[config.mk]
export PLATFORM = sky130hd
export DESIGN_NAME = key_hash_slot_crc16_top
export DESIGN_NICKNAME = d
export VERILOG_FILES = /design/src/rtl/khs_pkg.sv /design/src/rtl/key_hash_slot_crc16_top.sv /design/src/rtl/khs_slot_engine.sv
export SDC_FILE = /design/constraint.sdc
export NUM_CORES = 1
export LEC_CHECK = 0
export BUFFER_PORTS_ARGS = -buffer_cell sky130_fd_sc_hd__buf_2
export CAP_MARGIN = 20
export CORE_ASPECT_RATIO = 1.75
export CORE_MARGIN = 2
export CORE_UTILIZATION = 50
export CTS_BUF_LIST = sky130_fd_sc_hd__clkbuf_4
export CTS_CLUSTER_SIZE = 28
export DETAILED_ROUTE_END_ITERATION = 8
export HOLD_SLACK_MARGIN = 0.15
export PLACE_DENSITY_LB_ADDON = 0.15
export RECOVER_POWER = 100
export SLEW_MARGIN = 40
export SYNTH_ARGS = -nofsm -noshare
export SYNTH_HDL_FRONTEND = slang
export SYNTH_HIERARCHICAL = 1
export SYNTH_SLANG_ARGS = --single-unit
[constraint.sdc]
create_clock -name clk -period 4.2 [get_ports clk]
set_clock_uncertainty 0.05 [all_clocks]
set_input_delay 0.42 -clock clk [delete_from_list [all_inputs] [get_ports clk]]
set_output_delay 0.42 -clock clk [all_outputs]
set_load 0.005 [all_outputs]
[src/rtl/khs_pkg.sv]
// Package for the key hash slot block: transaction structs, constants and the
// byte-wide CRC-16 update function. No dependencies.
`default_nettype none

package khs_pkg;

  // Slot width and the CRC constants.
  localparam int unsigned SLOT_BITS = 14;
  localparam logic [15:0] CRC_POLY    = 16'h1021;
  localparam logic [15:0] SLOT_MASK   = 16'((32'd1 << SLOT_BITS) - 32'd1) & 16'h3FFF;
  localparam logic [7:0]  OPEN_BRACE  = 8'h7B;
  localparam logic [7:0]  CLOSE_BRACE = 8'h7D;

  // Progress of the hash tag search.
  typedef enum logic [1:0] {
    TAG_SEARCH = 2'd0,
    TAG_INSIDE = 2'd1,
    TAG_CLOSED = 2'd2
  } tag_phase_t;

  // One key byte per input transaction.
  typedef struct packed {
    logic [7:0] key_byte;
    logic       byte_valid;
    logic       last_byte;
  } khs_in_t;

  // One result per key.
  typedef struct packed {
    logic [13:0] hash_slot;
    logic        tag_used;
  } khs_out_t;

  // CRC-16/XMODEM update over one byte, MSB first.
  function automatic logic [15:0] crc16_byte(input logic [15:0] crc, input logic [7:0] b);
    logic [15:0] c;
    c = crc ^ {b, 8'h00};
    for (int i = 0; i < 8; i++) begin
      if (c[15]) begin
        c = {c[14:0], 1'b0} ^ CRC_POLY;
      end else begin
        c = {c[14:0], 1'b0};
      end
    end
    return c;
  endfunction

endpackage

`default_nettype wire

[src/rtl/key_hash_slot_crc16_top.sv]
// Top level of the key hash slot block: input register, CRC engine and result
// register. Depends on khs_pkg and khs_slot_engine.
// A key's slot is registered when its last byte leaves the input register.
// Throughput: one key byte per cycle; the input register moves on while a
// result waits in the output register, and stalls only when both are full.
// Reset (rst_n, synchronous, active low) clears both valid flags and all CRC state.
`default_nettype none

module key_hash_slot_crc16_top
  import khs_pkg::*;
(
  input  wire logic     clk,
  input  wire logic     rst_n,
  input  wire logic     in_valid,
  output logic          in_ready,
  input  wire khs_in_t  in_data,
  output logic          out_valid,
  input  wire logic     out_ready,
  output khs_out_t      out_data
);

  khs_in_t  item_r;
  logic     item_vld_r, item_vld_nxt;
  logic     out_vld_r, out_vld_nxt;
  khs_out_t out_data_r;
  khs_out_t result;
  logic     out_free;
  logic     go;

  // An item leaves the input register unless it ends a key and the result
  // register is still occupied.
  assign out_free = !out_vld_r || out_ready;
  assign go       = item_vld_r && (!item_r.last_byte || out_free);
  assign in_ready = !item_vld_r || go;

  khs_slot_engine u_engine (
    .clk    (clk),
    .rst_n  (rst_n),
    .item   (item_r),
    .go     (go),
    .result (result)
  );

  // Valid flags of the two registers.
  always_comb begin
    item_vld_nxt = item_vld_r;
    if (in_ready) begin
      item_vld_nxt = in_valid;
    end
    out_vld_nxt = out_vld_r;
    if (out_ready) begin
      out_vld_nxt = 1'b0;
    end
    if (go && item_r.last_byte) begin
      out_vld_nxt = 1'b1;
    end
  end

  always_ff @(posedge clk) begin
    if (!rst_n) begin
      item_vld_r <= 1'b0;
      out_vld_r  <= 1'b0;
    end else begin
      item_vld_r <= item_vld_nxt;
      out_vld_r  <= out_vld_nxt;
    end
  end

  // Payload registers.
  always_ff @(posedge clk) begin
    if (in_ready && in_valid) begin
      item_r <= in_data;
    end
    if (go && item_r.last_byte) begin
      out_data_r <= result;
    end
  end

  assign out_valid = out_vld_r;
  assign out_data  = out_data_r;

endmodule

`default_nettype wire

[src/rtl/khs_slot_engine.sv]
// Running CRC state for the whole key and for its hash tag, with the tag
// search. Depends on khs_pkg.
`default_nettype none

module khs_slot_engine
  import khs_pkg::*;
(
  input  wire logic     clk,
  input  wire logic     rst_n,
  input  wire khs_in_t  item,
  input  wire logic     go,
  output khs_out_t      result
);

  logic [15:0] crc_whole_r, crc_whole_nxt;
  logic [15:0] crc_tag_r, crc_tag_nxt;
  tag_phase_t  phase_r, phase_nxt;
  logic        nonempty_r, nonempty_nxt;
  logic [15:0] crc_whole_upd, crc_tag_upd;
  tag_phase_t  phase_upd;
  logic        nonempty_upd;
  logic        use_tag;
  logic [15:0] crc_sel;

  // Absorb the byte into both CRCs and step the tag search.
  always_comb begin
    crc_whole_upd = crc_whole_r;
    crc_tag_upd   = crc_tag_r;
    phase_upd     = phase_r;
    nonempty_upd  = nonempty_r;
    if (item.byte_valid) begin
      crc_whole_upd = crc16_byte(crc_whole_r, item.key_byte);
      unique case (phase_r)
        TAG_SEARCH: begin
          if (item.key_byte == OPEN_BRACE) begin
            phase_upd = TAG_INSIDE;
          end
        end
        TAG_INSIDE: begin
          if (item.key_byte == CLOSE_BRACE) begin
            phase_upd = TAG_CLOSED;
          end else begin
            crc_tag_upd  = crc16_byte(crc_tag_r, item.key_byte);
            nonempty_upd = 1'b1;
          end
        end
        default: begin
          phase_upd = phase_r;
        end
      endcase
    end
  end

  // Pick the CRC that decides the slot.
  always_comb begin
    use_tag          = (phase_upd == TAG_CLOSED) && nonempty_upd;
    crc_sel          = use_tag ? crc_tag_upd : crc_whole_upd;
    result.hash_slot = 14'(crc_sel & SLOT_MASK);
    result.tag_used  = use_tag;
  end

  // The end of a key returns all state to its cleared value.
  always_comb begin
    crc_whole_nxt = crc_whole_r;
    crc_tag_nxt   = crc_tag_r;
    phase_nxt     = phase_r;
    nonempty_nxt  = nonempty_r;
    if (go) begin
      if (item.last_byte) begin
        crc_whole_nxt = '0;
        crc_tag_nxt   = '0;
        phase_nxt     = TAG_SEARCH;
        nonempty_nxt  = 1'b0;
      end else begin
        crc_whole_nxt = crc_whole_upd;
        crc_tag_nxt   = crc_tag_upd;
        phase_nxt     = phase_upd;
        nonempty_nxt  = nonempty_upd;
      end
    end
  end

  always_ff @(posedge clk) begin
    if (!rst_n) begin
      crc_whole_r <= '0;
      crc_tag_r   <= '0;
      phase_r     <= TAG_SEARCH;
      nonempty_r  <= 1'b0;
    end else begin
      crc_whole_r <= crc_whole_nxt;
      crc_tag_r   <= crc_tag_nxt;
      phase_r     <= phase_nxt;
      nonempty_r  <= nonempty_nxt;
    end
  end

endmodule

`default_nettype wire

After elaboration in Yosys (flattened, before gate mapping)

Cells that the tools add are included.

Register bits after elaboration: 62
Memory bits (read-only): 0
Latch bits: 0
Memory bits (writable): 0
Logic and storage cells: 107
Memories: 0

Div/mod/pow operators: 0
Mux-type cells: 62
Add/sub/neg operators: 0
Bitwise operators: 18
Shift operators: 0
Equal/unequal tests: 4
Reduce and logical (&&, ||, !) cells: 12
Multiply operators: 0
$lt $le $gt $ge: 0

Operators by type and width:

| operator                                                         | number |
|---|---|
| 16-bit 2-to-1 mux                                                | 34 |
| 13-bit 2-to-1 mux                                                | 16 |
| 3-bit NOT                                                        | 16 |
| 16-bit XOR                                                       | 2 |
| 8-bit by 7-bit == test with 1-bit output (second input constant) | 2 |
| 14-bit 2-to-1 mux                                                | 1 |
| 2-bit 2-to-1 mux                                                 | 4 |
| 1-bit 2-to-1 mux                                                 | 6 |
| 1-bit logical AND                                                | 4 |
| 2-bit case mux with 2 select lines                               | 1 |
| 1-bit zero test                                                  | 3 |
| 1-bit logical OR                                                 | 3 |
| 2-bit by 1-bit == test with 1-bit output (second input constant) | 1 |
| 2-bit == test (second input constant)                            | 1 |
| 2-bit zero test                                                  | 1 |
| 2-bit nonzero test                                               | 1 |

Logic depth before layout (Yosys ltp)

Gate-level depths: netlist (run 1).

Depth after elaboration: 42
Depth in mapped cells: 8

Modules after synthesis

The synthesis (run 1) kept the hierarchy.

By module, submodules not included:

| module                  | times used | cells each | area an instance (µm²) |
|---|---|---|---|
| khs_slot_engine         | 1          | 251        | 2337.2 |
| key_hash_slot_crc16_top | 1          | 37         | 868.3 |

Least setup slack after synthesis (run 1)

OpenSTA, ideal clock, no wires.

Path kind: reg-to-reg
Start: register item_r[9] (netlist bit)
End: register out_data_r (netlist bit out_data[14]) (data pin)
Arrival: 1744 ps
Stages on the path, launching flop included: 7
Data required time: 3888 ps
Library setup time: 262 ps
Path slack: 2144 ps
Clock period less this slack: 2056 ps
Cell sequence: edfxtp_1 nand4b_4 o41ai_2 o2bb2ai_1 o211a_1 buf_6 mux2_1

RTL lines:

| element                  | line                          | source |
|---|---|---|
| start: declaration       | key_hash_slot_crc16_top.sv:22 | `khs_in_t item_r;` |
| start signal: assignment | key_hash_slot_crc16_top.sv:72 | `item_r <= in_data;` |
| end signal: assignment   | key_hash_slot_crc16_top.sv:75 | `out_data_r <= result;` |
| end: declaration         | key_hash_slot_crc16_top.sv:25 | `khs_out_t out_data_r;` |

Final worst setup path (run 1)

Start: register item_r[0] (netlist bit)
End: register u_engine.crc_whole_r[6]

Word-level cells in the longest chain between the ends: 3

RTL lines:

| element                | line                          | source |
|---|---|---|
| 1-bit zero test        | key_hash_slot_crc16_top.sv:33 | `assign go = item_vld_r && (!item_r.last_byte \|\| out_free);` |
| 1-bit logical OR       | key_hash_slot_crc16_top.sv:33 |  |
| 1-bit logical AND      | key_hash_slot_crc16_top.sv:33 |  |
| named net go           | key_hash_slot_crc16_top.sv:28 | `logic go;` |
| end signal: assignment | khs_slot_engine.sv:90         | `crc_whole_r <= crc_whole_nxt;` |
| end: declaration       | khs_slot_engine.sv:15         | `logic [15:0] crc_whole_r, crc_whole_nxt;` |

The timed path passes the listed nets, and every way through them passes these cells.
A chain may end at the register's enable or synchronous reset.

==> results.ini, run 1 <==
[routing]
drcViolationCount = 0
first_iter_violations = 157
drt-wirelength-per-cell_um = 17.6
wirelength_um = 7300
final_antenna_net_count = 0
first_pass_iters = 4
routed-via-count = 2278
viasPerCell = 5.49

[setup_path]
crit_arrival_ns = 3.28
cp_max_fo = 12
worst-setup-path-type = register to register
cp.required_ns = 4.52
reg2reg_setup_slack_ns = 1.24
regToRegStartpoint = item_r[0]
worst_r2r_endpoint = u_engine/crc_whole_r[6]
worstRegToRegCells = 7
critPathLaunchType = register
setup.worst_path.end_class = register

[synthesis]
synth_top_area_share = 0.234
synth_cell_types = 44
synthTopCellsByArea = edfxtp_1 23%, dfxtp_1 23%, mux2i_1 8.7%
postSynthNetCount = 302
yosysWarningCount = 6
ys_ff_latch = 62
ys.flop_type = dfxtp_1
synth_top_cell_by_area = edfxtp_1
netlist_instances = 288
synth.avg_cell_area_um2 = 11.1
synth_edf_count = 25
synthArstFlopShare = 0
synth_seq_area_share = 0.465
synth.cell_area_um2 = 3210

[timing]
finalMaxSlewViolations = 0
period_share = 0.705
finalCriticalPeriod_ns = 2.96
tightest_slew_ns = 0.895
maxSlewHeadroom = 0.398
max_clock_freq_mhz = 338
finalSetupTns_ns = 0
setup_violations = 0
rsz0062_at_grt = no
finalHoldViolations = 0
postLayoutSetupSlackWorst_ns = 1.24

[min_path]
min_path_type = input pin to register
min_to = out_valid
hold_depth = 3
min_from = out_ready

[cells_and_area]
fin_nets = 344
syn_to_final_growth_pct = 11.9
final_cell_mix = 37 x dfxtp_1, 34 x nor2_1, 31 x xnor2_1
final_common_cell = dfxtp_1
stdcell_area_um2 = 3590
layout-drive-gt1-share = 0.140
num_antenna_cells = 0

[place]
place_hpwl_um = 5260
place_area_um2 = 3400
port_buffers = 30
gp_congestion = 0.842
dp_slack_ns = 1.53

[grt]
grt_max_degree = 30
grt_pass1_vias = 2313
antenna_found_initial = 0
globalRoute.totalOverflow = 0
grt.total_usage = 0.230
grt_pass1_wl_um = 11700

[flow_run]
maxCapViolations = 0

[floorplan]
die_y_um = 110
die_x_um = 64.5
initial_core_util = 0.519
io_pins = 31
rows = 38
core-area_um2 = 6180
dieArea_um2 = 7090

[clock_network]
cts_tree = built
clk_latency_ns = 0.44
path_clk_slew_ns = 0.10
cts_sinks = 62
ctsRootBufferMaster = clkbuf_4
cts_max_path_buffers = 2
cts_buffers = 9
cts_setup_buffers = 0
htreeDepth = 3

[power]
p_per_area_nw_per_um2 = 345
finalPower_w = 0.00124
peakVddDrop_uv = 336
p_leak_nw = 1.30

[status]
status = finished clean

-- cell usage after synthesis (all sizes together), types with 4 or more instances --
| library cell | instances |
|---|---|
| a21oi | 12 |
| a22oi | 9 |
| a2bb2oi | 13 |
| buf | 8 |
| clkbuf | 6 |
| dfxtp | 37 |
| edfxtp | 25 |
| inv | 6 |
| mux2 | 6 |
| mux2i | 28 |
| nand2 | 17 |
| nand2b | 4 |
| nor2 | 34 |
| o21ai | 7 |
| xnor2 | 34 |
| xor2 | 11 |
-- metrics by stage --
stage,hold slack [ns],util,cells
detailed placement,0.423,0.550,388
CTS,0.180,0.590,415
finish,0.220,0.580,415
global route,0.221,0.580,415
global placement,0.417,0.550,388
floorplan,0.387,-,288
-- timing repair --
item	in CTS	in global routing
setup endpoints to repair	0	0
hold buffers	11	0
resized for setup	0	0
endpoints found under the hold margin	11	0
-- logic make-up after synthesis --
family | count (synthesis) | synth area share
simple gates | 68 | 0.103
flops | 62 | 0.465
compound gates | 55 | 0.127
xor+xnor | 49 | 0.161
mux | 34 | 0.111
buf+inv | 20 | 0.0332
-- per-layer routing --
layer | vias up | track usage | part of all wire
li1 | 1115 | - | -
met1 | 1085 | 0.245 | 0.40
met2 | 70 | 0.419 | 0.54
met3 | 8 | 0.0532 | 0.046
met4 | 0 | 0.116 | 0.013
met5 | - | 0 | 0
-- power by group --
group / switching, W / internal, W / total (W)
sequential: 0.0000152 / 0.000646 / 0.000662
combinational: 0.0000917 / 0.0000810 / 0.000173
clock: 0.000228 / 0.000176 / 0.000404
-- worst max-delay path, cell delays in order (launching register included) --
cell       delay, ns
edfxtp_1        0.52
a21boi_0        0.75
inv_1           0.45
nor2_1          0.19
clkbuf_1        0.44
nand2_1         0.21
a2bb2oi_1       0.18
nor2_1          0.11
-- registers in the layout, summed over array words and instances (netlist names) --
signal,cells
item_r,10
out_data,15
out_valid,1
u_engine/crc_tag_r,16
u_engine/phase_r,2
u_engine/nonempty_r,1
item_vld_r,1
u_engine/crc_whole_r,16
-- layout make-up --
type / instances / area, um^2
clock buffer: 9 / 67.6
inverter: 6 / 22.5
multi-input combinational: 206 / 1570
fill: 570 / 2590
timing repair buffer: 45 / 273
tap: 80 / 100
clock inverter: 7 / 65.1
sequential: 62 / 1490
-- worst max-delay path by stage --
stage | startpoint | end | slack (ns) | cells after the start
after detailed placement | item_r[9] | out_data[9] | 1.53 | 5
after global routing | item_r[0] | u_engine/crc_whole_r[14] | 0.87 | 7
after CTS | item_r[9] | out_data[14] | 1.51 | 5
final | item_r[0] | u_engine/crc_whole_r[6] | 1.24 | 7
after floorplan | item_r[9] | out_data[14] | 2.14 | 6
after global placement | item_r[9] | out_data[9] | 1.64 | 5
Note: power is estimated with default switching activity, not from simulation.
==> run 2: changes to the inputs <==
--- a/config.mk
+++ b/config.mk
@@ -5,6 +5,7 @@
 export SDC_FILE = /design/constraint.sdc
 export NUM_CORES = 1
 export LEC_CHECK = 0
+export ABC_AREA = 1
 export BUFFER_PORTS_ARGS = -buffer_cell sky130_fd_sc_hd__buf_2
 export CAP_MARGIN = 20
 export CORE_ASPECT_RATIO = 1.75
==> constraint.sdc (replaced) <==
create_clock -name clk -period 2.5 [get_ports clk]
set_clock_uncertainty 0.05 [all_clocks]
set_input_delay 0.25 -clock clk [delete_from_list [all_inputs] [get_ports clk]]
set_output_delay 0.25 -clock clk [all_outputs]
set_load 0.005 [all_outputs]
==> run 2 against run 1 <==
Sequential power up 68%. Utilization down 0.19 points. Critical path depth up 2. Fmax up 45%. Largest cell class unchanged. Highest routed layer unchanged.
==> results.ini, run 2 <==
[timing]
finalMaxSlewViolations = 0  ; unchanged
finalSetupTns_ns = 0  ; unchanged
finalHoldViolations = 0  ; unchanged
finalCriticalPeriod_ns = 2.05  ; was 2.96 ns
max_clock_freq_mhz = 489  ; was 338 MHz
maxSlewHeadroom = 0.492  ; was 0.398
hold-worst-slack_ns = 0.444  ; was 0.220 ns
period_share = 0.819  ; was 0.705
tightest_slew_ns = 0.757  ; was 0.895 ns
setup_violations = 0  ; unchanged
rsz0062_at_grt = no  ; unchanged

[routing]
routed-via-count = 3457  ; was 2278
wirelength_um = 9220  ; was 7300 um
drt-wirelength-per-cell_um = 14.0  ; was 17.6 um
drcViolationCount = 0  ; unchanged
viasPerCell = 5.25  ; was 5.49
first_pass_iters = 5  ; was 4
first_iter_violations = 253  ; was 157
final_antenna_net_count = 0  ; unchanged

[synthesis]
synthArstFlopShare = 0  ; unchanged
synth_seq_area_share = 0.416  ; was 0.465
synth_top_cell_by_area = nand2_1  ; was edfxtp_1
ys.flop_type = dfxtp_1  ; unchanged
netlist_instances = 526  ; was 288
synth.cell_area_um2 = 3590  ; was 3210 um^2
synth_cell_types = 31  ; was 44
synth_common_cells = 241 x nand2_1, 57 x inv_1, 49 x nand3_1  ; was 37 x dfxtp_1, 34 x nor2_1, 31 x xnor2_1
postSynthNetCount = 540  ; was 302
yosysWarningCount = 6  ; unchanged
synth_most_common_cell = nand2_1  ; was dfxtp_1
synth_edf_count = 25  ; unchanged
ys_ff_latch = 62  ; unchanged
synthTopCellsByArea = nand2_1 25%, edfxtp_1 21%, dfxtp_1 21%  ; was edfxtp_1 23%, dfxtp_1 23%, mux2i_1 8.7%
synth_top_area_share = 0.252  ; was 0.234
synth.avg_cell_area_um2 = 6.82  ; was 11.1 um^2

[cells_and_area]
layout-drive-gt1-share = 0.0923  ; was 0.140
syn_to_final_growth_pct = 11.4  ; was 11.9%
final_cell_mix = 242 x nand2_1, 57 x inv_1, 49 x nand3_1  ; was 37 x dfxtp_1, 34 x nor2_1, 31 x xnor2_1
num_antenna_cells = 0  ; unchanged
fin_nets = 583  ; was 344
final_common_cell = nand2_1  ; was dfxtp_1
nFillCells = 678  ; was 570
finalNonFillerCells = 658  ; was 415

[setup_path]
crit_top_cell = nand2_1  ; was nor2_1
cp.required_ns = 2.64  ; was 4.52 ns
crit_chain = inv_1 -> nand2_1 -> nor2_2 -> nand2_2 -> nand2_1 -> clkbuf_2 -> o21ai_0 -> nand2_1 -> nand2_1  ; was a21boi_0 -> inv_1 -> nor2_1 -> clkbuf_1 -> nand2_1 -> a2bb2oi_1 -> nor2_1
critPathLaunchType = register  ; unchanged
crit_arrival_ns = 2.19  ; was 3.28 ns
cp_max_fo = 21  ; was 12
critPathSlowestCell = edfxtp_1  ; was a21boi_0
cpPeakStageDelay_ns = 0.50  ; was 0.75 ns
setup.worst_path.end_class = register  ; unchanged
worst-setup-path-type = register to register  ; unchanged

[clock_network]
cts_max_path_buffers = 2  ; unchanged
cts_sinks = 62  ; unchanged
ctsRootBufferMaster = clkbuf_4  ; unchanged
cts_setup_buffers = 0  ; unchanged
path_clk_slew_ns = 0.10  ; about the same
cts_tree = built  ; unchanged
cts_buffers = 9  ; unchanged
htreeDepth = 3  ; unchanged
clk_latency_ns = 0.44  ; about the same

[place]
gp_congestion = 0.968  ; was 0.842
place_hpwl_um = 6790  ; was 5260 um
placed_cells = 628  ; was 388
port_buffers = 30  ; unchanged

[floorplan]
io_pins = 31  ; unchanged
die_x_um = 68.0  ; was 64.5 um
dieArea_um2 = 7890  ; was 7090 um^2
initial_core_util = 0.519  ; about the same
core-area_um2 = 6910  ; was 6180 um^2
rows = 40  ; was 38
die_y_um = 116  ; was 110 um

[flow_run]
maxCapViolations = 0  ; unchanged

[grt]
antenna_found_initial = 0  ; unchanged
grt_pass1_wl_um = 14800  ; was 11700 um
globalRoute.totalOverflow = 0  ; unchanged
grt_pass1_vias = 3197  ; was 2313
grt_max_degree = 26  ; was 30
grt.total_usage = 0.257  ; was 0.230

[power]
finalPower_w = 0.00198  ; was 0.00124 W
clkPwrFrac = 0.298  ; was 0.326
p_per_area_nw_per_um2 = 495  ; was 345 nW/um^2
p_int_w = 0.00142  ; was 0.000903 W
swShare = 0.281  ; was 0.271
comb_power_share = 0.140  ; was 0.139
switchingPower_w = 0.000556  ; was 0.000335 W
peakVddDrop_uv = 389  ; was 336 uV
p_leak_nw = 1.79  ; was 1.30 nW
pwr-share-seq = 0.562  ; was 0.534

[min_path]
min_path_type = register to register  ; was input pin to register

[status]
status = finished clean  ; unchanged

-- run 2: repair_timing --
item | in CTS | in global routing
resized for setup | 0 | 0
endpoints found under the hold margin | 13 | 0
hold buffers | 14 | 0
-- run 2: stage by stage --
step           utilization  cell area [um^2]  worst slack (ns)
3_5_place_dp         0.550              3800             0.659
6_report             0.578              3990             0.454
2_1_floorplan            -              3590             0.858
3_3_place_gp         0.550              3800             0.649
5_1_grt              0.578              3990             0.266
4_1_cts              0.586              4050             0.634
-- run 2: power by group through the flow --
stage	Sequential, W	Combinational [W]	Clock [W]
4_1_cts	0.00111	0.000277	0.000602
3_3_place_gp	0.00113	0.000256	0
5_1_grt	0.00112	0.000310	0.000647
3_5_place_dp	0.00113	0.000260	0
2_1_floorplan	0.00112	0.000183	0
6_report	0.00111	0.000277	0.000589
-- run 2: cells by family (layout without fill, tap and decap cells) --
logic type,count (synthesis),after routing,share of synthesized area
AND/OR/NAND/NOR,312,312,0.365
buffers and inverters,79,127,0.0946
AO/OA/AOI/OAI,62,62,0.0980
flip-flops,62,62,0.416
XOR/XNOR,11,11,0.0269
-- run 2: cell type report --
| class | instances | area [um^2] | area share |
|---|---|---|---|
| multi-input cells | 385 | 1730 | 0.432 |
| flip-flops and latches | 62 | 1490 | 0.373 |
| repair buffers | 51 | 334 | 0.0836 |
| inverters | 60 | 228 | 0.0570 |
| well taps | 84 | 105 | 0.0263 |
| clock buffers | 13 | 97.6 | 0.0244 |
| clock inverters | 3 | 11.3 | 0.00282 |
-- run 2: worst paths after layout --
check / start / end / slack (ns) / depth (start not counted)
max: item_r[3] / out_data[3] / 0.45 / 9
min: u_engine/phase_r[1] / u_engine/phase_r[1] / 0.44 / 2
max reg2reg: item_r[3] / out_data[3] / 0.45 / 9
min reg2reg: u_engine/phase_r[1] / u_engine/phase_r[1] / 0.44 / 2
-- run 2: critical path, delay by kind of cell, from the launching register on --
family / cells / cell delay, ns
buffers and inverters: 2 / 0.48
and+or+nand+nor: 6 / 0.58
DFF: 1 / 0.50
AOI/OAI and AO/OA: 1 / 0.18
-- run 2: layer usage --
layer / GRT usage / up-vias / wire [um]
li1: - / 1750 / -
met1: 0.301 / 1566 / 3780
met2: 0.425 / 111 / 4670
met3: 0.0466 / 30 / 435
met4: 0.155 / 0 / 336
met5: 0 / - / 0
